--- src/rtl/clne_pkg.sv ---
// Shared types and constants for the character LCD nibble command encoder.
// No dependencies.
package clne_pkg;

    typedef enum logic [3:0] {
        CMD_INIT      = 4'd0,
        CMD_CHAR      = 4'd1,
        CMD_CURSOR    = 4'd2,
        CMD_DISPLAY   = 4'd3,
        CMD_CUR_SHOW  = 4'd4,
        CMD_BLINK     = 4'd5,
        CMD_SHIFT     = 4'd6,
        CMD_CLEAR     = 4'd7,
        CMD_HOME      = 4'd8,
        CMD_BACKLIGHT = 4'd9
    } t_cmd;

    // Configuration register indexes.
    localparam logic CFG_ROWS = 1'b0;
    localparam logic CFG_COLS = 1'b1;

    // Controller command bytes.
    localparam logic [7:0] LCD_CLEAR      = 8'h01;
    localparam logic [7:0] LCD_HOME       = 8'h02;
    localparam logic [7:0] LCD_ENTRY_MODE = 8'h06;
    localparam logic [7:0] LCD_DISP_OFF   = 8'h08;
    localparam logic [7:0] LCD_DISP_ON    = 8'h0C;
    localparam logic [7:0] LCD_CD_SHIFT   = 8'h10;
    localparam logic [7:0] LCD_FUNC_SET   = 8'h20;
    localparam logic [7:0] LCD_SET_ADDR   = 8'h80;
    localparam logic [6:0] ROW1_OFFSET    = 7'h40;

    localparam logic [2:0] FLAGS_DISP_ON  = 3'b100;

    typedef enum logic [1:0] {
        JOB_NONE,
        JOB_BYTE,
        JOB_PORT,
        JOB_INIT
    } t_job_kind;

    // One decoded request, as held by the byte sequencer.
    typedef struct packed {
        t_job_kind  kind;
        logic [7:0] data;
        logic       rs;
        logic       bl;
        logic       two_line;
        logic       skip_cursor;
    } t_job;

    // Persistent display state.
    typedef struct packed {
        logic       bl;
        logic [2:0] flags;   // display, cursor, blink
    } t_lcd_state;

endpackage

--- src/rtl/clne_decode.sv ---
// Request decoder: turns one LCD request into a sequencer job and the
// updated display state. Depends on clne_pkg.
module clne_decode (
    input  logic [3:0]          i_cmd,
    input  logic [7:0]          i_char_code,
    input  logic [5:0]          i_column,
    input  logic [1:0]          i_row,
    input  logic                i_flag,
    input  logic                i_dir_right,
    input  logic [1:0]          i_rows,
    input  logic [5:0]          i_cols,
    input  clne_pkg::t_lcd_state i_state,
    output clne_pkg::t_job      o_job,
    output clne_pkg::t_lcd_state o_state
);

    logic       cursor_ok;
    logic [6:0] cursor_addr;
    logic [2:0] flags_disp;
    logic [2:0] flags_cur;
    logic [2:0] flags_blink;

    assign cursor_ok   = (i_row < i_rows) && (i_column < i_cols);
    assign cursor_addr = {1'b0, i_column} + ((i_row == 2'd1) ? clne_pkg::ROW1_OFFSET : 7'd0);

    assign flags_disp  = {i_flag, i_state.flags[1:0]};
    assign flags_cur   = {i_state.flags[2], i_flag, i_state.flags[0]};
    assign flags_blink = {i_state.flags[2:1], i_flag};

    always_comb begin
        o_state           = i_state;
        o_job.kind        = clne_pkg::JOB_NONE;
        o_job.data        = 8'd0;
        o_job.rs          = 1'b0;
        o_job.bl          = i_state.bl;
        o_job.two_line    = (i_rows > 2'd1);
        o_job.skip_cursor = (i_rows == 2'd0) || (i_cols == 6'd0);
        case (clne_pkg::t_cmd'(i_cmd))
            clne_pkg::CMD_INIT: begin
                o_job.kind    = clne_pkg::JOB_INIT;
                o_job.bl      = 1'b1;
                o_state.bl    = 1'b1;
                o_state.flags = clne_pkg::FLAGS_DISP_ON;
            end
            clne_pkg::CMD_CHAR: begin
                o_job.kind = clne_pkg::JOB_BYTE;
                o_job.data = i_char_code;
                o_job.rs   = 1'b1;
            end
            clne_pkg::CMD_CURSOR: begin
                if (cursor_ok) begin
                    o_job.kind = clne_pkg::JOB_BYTE;
                    o_job.data = clne_pkg::LCD_SET_ADDR | {1'b0, cursor_addr};
                end
            end
            clne_pkg::CMD_DISPLAY: begin
                o_job.kind    = clne_pkg::JOB_BYTE;
                o_job.data    = clne_pkg::LCD_DISP_OFF | {5'd0, flags_disp};
                o_state.flags = flags_disp;
            end
            clne_pkg::CMD_CUR_SHOW: begin
                o_job.kind    = clne_pkg::JOB_BYTE;
                o_job.data    = clne_pkg::LCD_DISP_OFF | {5'd0, flags_cur};
                o_state.flags = flags_cur;
            end
            clne_pkg::CMD_BLINK: begin
                o_job.kind    = clne_pkg::JOB_BYTE;
                o_job.data    = clne_pkg::LCD_DISP_OFF | {5'd0, flags_blink};
                o_state.flags = flags_blink;
            end
            clne_pkg::CMD_SHIFT: begin
                o_job.kind = clne_pkg::JOB_BYTE;
                o_job.data = clne_pkg::LCD_CD_SHIFT | {4'd0, i_flag, i_dir_right, 2'd0};
            end
            clne_pkg::CMD_CLEAR: begin
                o_job.kind = clne_pkg::JOB_BYTE;
                o_job.data = clne_pkg::LCD_CLEAR;
            end
            clne_pkg::CMD_HOME: begin
                o_job.kind = clne_pkg::JOB_BYTE;
                o_job.data = clne_pkg::LCD_HOME;
            end
            clne_pkg::CMD_BACKLIGHT: begin
                o_job.kind = clne_pkg::JOB_PORT;
                o_job.bl   = i_flag;
                o_state.bl = i_flag;
            end
            default: begin
                o_job.kind = clne_pkg::JOB_NONE;
            end
        endcase
    end

endmodule

--- src/rtl/char_lcd_nibble_command_encoder_top.sv ---
// Character LCD nibble command encoder, top level; depends on clne_pkg and clne_decode.
// Throughput: one expander byte per cycle while the receiver does not stall; a request
// makes a run of 4 bytes (init 33, or 29 without the cursor step; backlight 1; silent none).
// A taken request is registered as the job; its first byte then goes into the output register.
// The next request is taken in the cycle the last byte of the current run moves out.
// Reset (i_rst_n low, synchronous): backlight on, flags clear, rows 2, cols 16.
module char_lcd_nibble_command_encoder_top (
    input  logic       i_clk,
    input  logic       i_rst_n,
    // request channel
    input  logic       i_in_valid,
    output logic       o_in_stall,
    input  logic [3:0] i_cmd,
    input  logic [7:0] i_char_code,
    input  logic [5:0] i_column,
    input  logic [1:0] i_row,
    input  logic       i_flag,
    input  logic       i_dir_right,
    // expander byte channel
    output logic       o_out_valid,
    input  logic       i_out_stall,
    output logic [7:0] o_expander_byte,
    output logic       o_last,
    // configuration write channel
    input  logic       i_cfg_valid,
    output logic       o_cfg_ready,
    input  logic       i_cfg_index,
    input  logic [5:0] i_cfg_data
);

    // Configuration registers.
    logic [1:0] r_rows;
    logic [5:0] r_cols;

    // Persistent display state, updated as each request transaction lands.
    clne_pkg::t_lcd_state r_state;
    clne_pkg::t_lcd_state n_state;

    // Sequencer: the current job and its byte index.
    clne_pkg::t_job r_job;
    clne_pkg::t_job n_job;
    logic           r_busy;
    logic [5:0]     r_step;

    // Output register.
    logic       r_out_valid;
    logic [7:0] r_out_byte;
    logic       r_out_last;

    logic       in_take;
    logic       out_free;
    logic       fire;
    logic       seq_last;
    logic [7:0] seq_byte;

    // Byte build: nibble, enable and position within a 4-byte controller byte.
    logic [7:0] ctl_byte;
    logic [1:0] sub;
    logic [5:0] init_k;
    logic [3:0] nib;
    logic       en;

    clne_decode u_decode (
        .i_cmd         (i_cmd),
        .i_char_code   (i_char_code),
        .i_column      (i_column),
        .i_row         (i_row),
        .i_flag        (i_flag),
        .i_dir_right   (i_dir_right),
        .i_rows        (r_rows),
        .i_cols        (r_cols),
        .i_state       (r_state),
        .o_job         (n_job),
        .o_state       (n_state)
    );

    assign out_free   = !r_out_valid || !i_out_stall;
    assign fire       = r_busy && out_free;
    // Busy sequencer stalls the request side unless its last byte leaves now.
    assign o_in_stall = r_busy && !(fire && seq_last);
    assign in_take    = i_in_valid && !o_in_stall;

    assign o_cfg_ready = 1'b1;

    // Init runs 9 wake-up bytes, then controller bytes of 4 port bytes each.
    assign init_k = r_step - 6'd9;

    always_comb begin
        ctl_byte = r_job.data;
        sub      = r_step[1:0];
        nib      = 4'd0;
        en       = 1'b0;
        seq_last = 1'b0;
        case (r_job.kind)
            clne_pkg::JOB_BYTE: begin
                seq_last = (r_step[1:0] == 2'd3);
            end
            clne_pkg::JOB_PORT: begin
                seq_last = 1'b1;
            end
            clne_pkg::JOB_INIT: begin
                sub      = init_k[1:0];
                seq_last = (r_step == 6'd32) || (r_job.skip_cursor && (r_step == 6'd28));
                case (init_k[4:2])
                    3'd0:    ctl_byte = clne_pkg::LCD_FUNC_SET | {4'd0, r_job.two_line, 3'd0};
                    3'd1:    ctl_byte = clne_pkg::LCD_DISP_OFF;
                    3'd2:    ctl_byte = clne_pkg::LCD_CLEAR;
                    3'd3:    ctl_byte = clne_pkg::LCD_ENTRY_MODE;
                    3'd4:    ctl_byte = r_job.skip_cursor ? clne_pkg::LCD_DISP_ON
                                                          : clne_pkg::LCD_SET_ADDR;
                    default: ctl_byte = clne_pkg::LCD_DISP_ON;
                endcase
            end
            default: begin
                seq_last = 1'b1;
            end
        endcase

        if (r_job.kind == clne_pkg::JOB_PORT) begin
            nib = 4'd0;
            en  = 1'b0;
        end else if (r_job.kind == clne_pkg::JOB_INIT && r_step == 6'd0) begin
            nib = 4'd0;
            en  = 1'b0;
        end else if (r_job.kind == clne_pkg::JOB_INIT && r_step < 6'd9) begin
            // three 0x3 nibbles then 0x2, each strobed: enable on odd steps
            nib = (r_step < 6'd7) ? 4'h3 : 4'h2;
            en  = r_step[0];
        end else begin
            nib = sub[1] ? ctl_byte[3:0] : ctl_byte[7:4];
            en  = !sub[0];
        end
    end

    assign seq_byte = {nib, r_job.bl, en, 1'b0, r_job.rs};

    // Control state.
    always_ff @(posedge i_clk) begin
        if (!i_rst_n) begin
            r_rows      <= 2'd2;
            r_cols      <= 6'd16;
            r_state.bl  <= 1'b1;
            r_state.flags <= 3'd0;
            r_busy      <= 1'b0;
            r_step      <= 6'd0;
            r_out_valid <= 1'b0;
        end else begin
            if (i_cfg_valid && o_cfg_ready) begin
                case (i_cfg_index)
                    clne_pkg::CFG_ROWS: r_rows <= i_cfg_data[1:0];
                    clne_pkg::CFG_COLS: r_cols <= i_cfg_data;
                    default:            r_cols <= r_cols;
                endcase
            end

            if (fire) begin
                r_out_valid <= 1'b1;
            end else if (!i_out_stall) begin
                r_out_valid <= 1'b0;
            end

            if (in_take) begin
                r_state <= n_state;
            end

            // A new request overrides the finishing run.
            if (in_take && (n_job.kind != clne_pkg::JOB_NONE)) begin
                r_busy <= 1'b1;
                r_step <= 6'd0;
            end else if (fire) begin
                if (seq_last) begin
                    r_busy <= 1'b0;
                end else begin
                    r_step <= r_step + 6'd1;
                end
            end
        end
    end

    // Payload registers.
    always_ff @(posedge i_clk) begin
        if (in_take) begin
            r_job <= n_job;
        end
        if (fire) begin
            r_out_byte <= seq_byte;
            r_out_last <= seq_last;
        end
    end

    assign o_out_valid     = r_out_valid;
    assign o_expander_byte = r_out_byte;
    assign o_last          = r_out_last;

endmodule

--- config.mk ---
export PLATFORM = sky130hd
export DESIGN_NAME = char_lcd_nibble_command_encoder_top
export DESIGN_NICKNAME = d
export VERILOG_FILES = /design/src/rtl/clne_pkg.sv /design/src/rtl/clne_decode.sv /design/src/rtl/char_lcd_nibble_command_encoder_top.sv
export SDC_FILE = /design/constraint.sdc
export NUM_CORES = 1
export LEC_CHECK = 0
export BUFFER_PORTS_ARGS = -buffer_cell sky130_fd_sc_hd__buf_2
export CELL_PAD_IN_SITES_DETAIL_PLACEMENT = 0
export CELL_PAD_IN_SITES_GLOBAL_PLACEMENT = 1
export CORE_ASPECT_RATIO = 1.75
export CORE_MARGIN = 2
export CORE_UTILIZATION = 33
export DETAILED_ROUTE_END_ITERATION = 8
export PLACE_DENSITY = 0.63
export SYNTH_ARGS = -nofsm -noshare
export SYNTH_HDL_FRONTEND = slang
export SYNTH_SLANG_ARGS = --single-unit
--- constraint.sdc ---
create_clock -name i_clk -period 2.9 [get_ports i_clk]
set_clock_uncertainty 0.2 [all_clocks]
set_input_delay 0 -clock i_clk [delete_from_list [all_inputs] [get_ports i_clk]]
set_output_delay 0 -clock i_clk [all_outputs]
set_load 0.005 [all_outputs]
==> reports/metrics.json <==
{
  "reg2reg_to": "r_state[3]",
  "post_synth_most_frequent_cells": "sky130_fd_sc_hd__nand2_1 (30), sky130_fd_sc_hd__edfxtp_1 (22), sky130_fd_sc_hd__inv_1 (21)",
  "fillers": 802,
  "yosysWarningCount": 0,
  "worst_case_hold_slack_ps": 19.9,
  "post_route_cells_drive_above_1_share_pct": 19.7,
  "final_period_minus_worst_setup_slack_ps": 2780,
  "netlist_top_cells_area": "sky130_fd_sc_hd__edfxtp_1 (25%), sky130_fd_sc_hd__dfxtp_1 (15%), sky130_fd_sc_hd__nand2_1 (4.2%), sky130_fd_sc_hd__ha_1 (3.8%), sky130_fd_sc_hd__a21oi_1 (3.6%)",
  "drcViolationCount": 0,
  "dominant_combinational_cell_family_by_area_after_synthesis": "compound AO/OA/AOI/OAI gates",
  "postSynth.topFlopCell": "sky130_fd_sc_hd__edfxtp_1",
  "seq_area_frac_synth_pct": 39.9,
  "report.final.hold_viol_count": 0,
  "crit_reg_reg_startpoint": "r_step[0]",
  "initial_antenna_violation_count": 0,
  "async_reset_ff_share_pct": 0,
  "max_cap_viols": 0,
  "startpoint_type": "flip-flop",
  "clock_tree.root_cell": "sky130_fd_sc_hd__clkbuf_16",
  "floorplan.initialDensity_pct": 33.8,
  "drt-vias-per-instance": 5.33,
  "insertion_delay_ps": 280,
  "vdd_drop_max_uv": 276,
  "cts_sinks": 42,
  "grt_pass1_wl_um": 12400,
  "synth_top_cell_area_share_pct": 24.9,
  "slew_headroom_pct": 51.4,
  "critical_path.max_fanout": 13,
  "buffer_ports.inserted": 43,
  "crit_path_start": "r_step[0]",
  "synth_simple_gate_area_share_pct": 21.3,
  "power_density_mw_per_mm2": 431,
  "syn_area_mm2": 0.00266,
  "synth_compound_area_share_pct": 21.4,
  "grt_pass1_vias": 2486,
  "placeableCoreArea_mm2": 0.00786,
  "floorplan.rows": 43,
  "detail-route-antenna-nets": 0,
  "wl_um": 7650,
  "number_of_synthesized_register_bits": 42,
  "post-synth-top-count-cell": "sky130_fd_sc_hd__nand2_1",
  "ios": 46,
  "dp_hpwl_um": 5910,
  "sum_of_negative_setup_slack_ps": 0,
  "cts.reportedPaths.clkPinSlew_ps": 60,
  "worst_hold_path_type": "in -> reg",
  "cts_max_level": 2,
  "report.final.setup_viol": 0,
  "avgSynthCellArea_um2": 8.77,
  "layout-area-overhead-vs-synth_pct": 28.1,
  "max_freq_mhz": 360,
  "outcome": "finished, final reports clean",
  "endpoint_kind": "flip-flop",
  "dr_total_vias": 2456,
  "floorplan.die_area_mm2": 0.00881,
  "postCtsSetupBuffers": 0,
  "cell_taking_the_most_area_after_synthesis": "sky130_fd_sc_hd__edfxtp_1",
  "max_slew.worst_pin.slew_ps": 723,
  "slowest_delay_ps": 550,
  "timing.reg2reg.worst_path_depth": 9,
  "synthesis.nets": 345,
  "worst-setup-path-type": "reg -> reg",
  "cts_hold_buf": 30,
  "cp_data_arrival_time_ps": 2750,
  "clockBufferDepth": 2,
  "global_route.overflow_total": 0,
  "die_height_um": 123,
  "synthDistinctLibCells": 60,
  "rrSetupSlack_ps": 120,
  "setup_repair_after_global_routing_missed_its_margin": "no",
  "required_ps": 2870,
  "crit_end": "r_state[3]",
  "firstDrtPassIters": 4,
  "avgRoutedWirePerCell_um": 16.6,
  "yosys.area_share.xor_xnor_pct": 2.97,
  "synthMuxAreaShare_pct": 3.72,
  "grt_start_max_net_pins": 19,
  "track_usage_pct": 18.6,
  "drt-initial-drc-count": 111,
  "die_width_um": 71.8,
  "timing.critical_path.cells": "inv_1 -> ha_1 -> buf_4 -> nand4_1 -> o22ai_4 -> o311ai_4 -> mux2i_1 -> nand2_1 -> dlygate4sd3_1",
  "postSynthCellCount": 303,
  "fin_crit_sh_pct": 95.8,
  "static-leakage-power_nw": 1.30,
  "gp_congestion": 0.879,
  "final_max_slew_viol_count": 0,
  "numCtsBuffers": 5,
  "slowest_stage": "sky130_fd_sc_hd__dlygate4sd3_1",
  "synth_edf_count": 22,
  "post_cts_resized": 0,
  "layout.nets": 412,
  "n_diodes": 0,
  "clock_tree_from_tritoncts": "built",
  "synth_fa_ha_area_share_pct": 3.77
}
==> worst min path at each step <==
stage	start	to	depth (start not counted)
2_1_floorplan	i_cfg_data[1]	r_rows[1]	1
3_3_place_gp	i_cfg_data[1]	r_rows[1]	2
3_5_place_dp	i_cfg_data[1]	r_rows[1]	2
4_1_cts	i_cmd[3]	r_job[8]	2
5_1_grt	i_cmd[3]	r_job[8]	2
6_report	i_cmd[0]	r_state[0]	4
==> worst max-delay path, delay by kind of cell (launching register included) <==
kind,cells,cell delay [ps]
buffers and inverters,3,810
DFF,1,500
adders and majority gates,1,210
and+or+nand+nor,2,200
muxes,1,230
AOI/OAI and AO/OA,2,520
==> sequential cells by signal (all words and copies together), names as in the netlist <==
name,count
o_expander_byte,7
o_out_valid,1
r_job,14
r_cols,6
r_busy,1
o_last,1
r_rows,2
r_step,6
r_state,4
==> cell families after synthesis <==
kind of cell | count (synthesis)
AO/OA/AOI/OAI | 79
other | 2
AND/OR/NAND/NOR | 111
XOR/XNOR | 9
adder cells (fa/ha/maj) | 8
buffers and inverters | 43
multiplexers | 9
flip-flops | 42
==> stage by stage <==
stage	instances	power [mW]	utilization, %	instance area (um2)	setup WS [ps]
floorplan	303	0.813	-	2660	424
global placement	423	0.889	37.6	2950	456
detailed placement	423	0.890	37.6	2950	397
CTS	461	1.48	43.3	3400	137
global route	461	1.53	43.3	3400	1.65
finish	461	1.47	43.3	3400	123
==> cell type report <==
class / count / area (um2) / share of cell area [%]
tap: 90 / 113 / 3.31
clock buffer: 7 / 143 / 4.19
multi-input combinational: 218 / 1420 / 41.7
timing repair buffer: 82 / 583 / 17.1
clock inverter: 1 / 5.00 / 0.147
sequential: 42 / 1060 / 31.2
inverter: 21 / 78.8 / 2.32
==> per-layer routing <==
metal / up-vias / share of wire, % / GRT usage, %
met2: 62 / 56 / 35.4
met4: 0 / 5.5 / 12.1
met3: 24 / 2.6 / 2.46
met1: 1136 / 36 / 18.2
li1: 1234 / - / -
met5: - / 0 / 0
==> power breakdown <==
| group | leakage [nW] | internal, mW | switching [mW] | total (mW) |
|---|---|---|---|---|
| Combinational | 0.853 | 0.103 | 0.123 | 0.225 |
| Sequential | 0.372 | 0.660 | 0.0191 | 0.679 |
| Clock | 0.0739 | 0.341 | 0.219 | 0.560 |
==> cell usage in the layout, fill, tap and decap left out, types with 6 or more instances in the layout <==
master	instances
sky130_fd_sc_hd__buf_2	43
sky130_fd_sc_hd__nand2_1	30
sky130_fd_sc_hd__dlygate4sd3_1	30
sky130_fd_sc_hd__edfxtp_1	22
sky130_fd_sc_hd__inv_1	21
sky130_fd_sc_hd__dfxtp_1	20
sky130_fd_sc_hd__a21oi_1	19
sky130_fd_sc_hd__nand3_1	17
sky130_fd_sc_hd__nor2_1	15
sky130_fd_sc_hd__o21ai_0	13
sky130_fd_sc_hd__nor3_1	13
sky130_fd_sc_hd__buf_4	9
sky130_fd_sc_hd__nand2b_1	8
sky130_fd_sc_hd__xnor2_1	8
sky130_fd_sc_hd__ha_1	8
sky130_fd_sc_hd__nor2b_1	6
sky130_fd_sc_hd__nand4_1	6
Note: power is estimated with default switching activity, not from simulation.
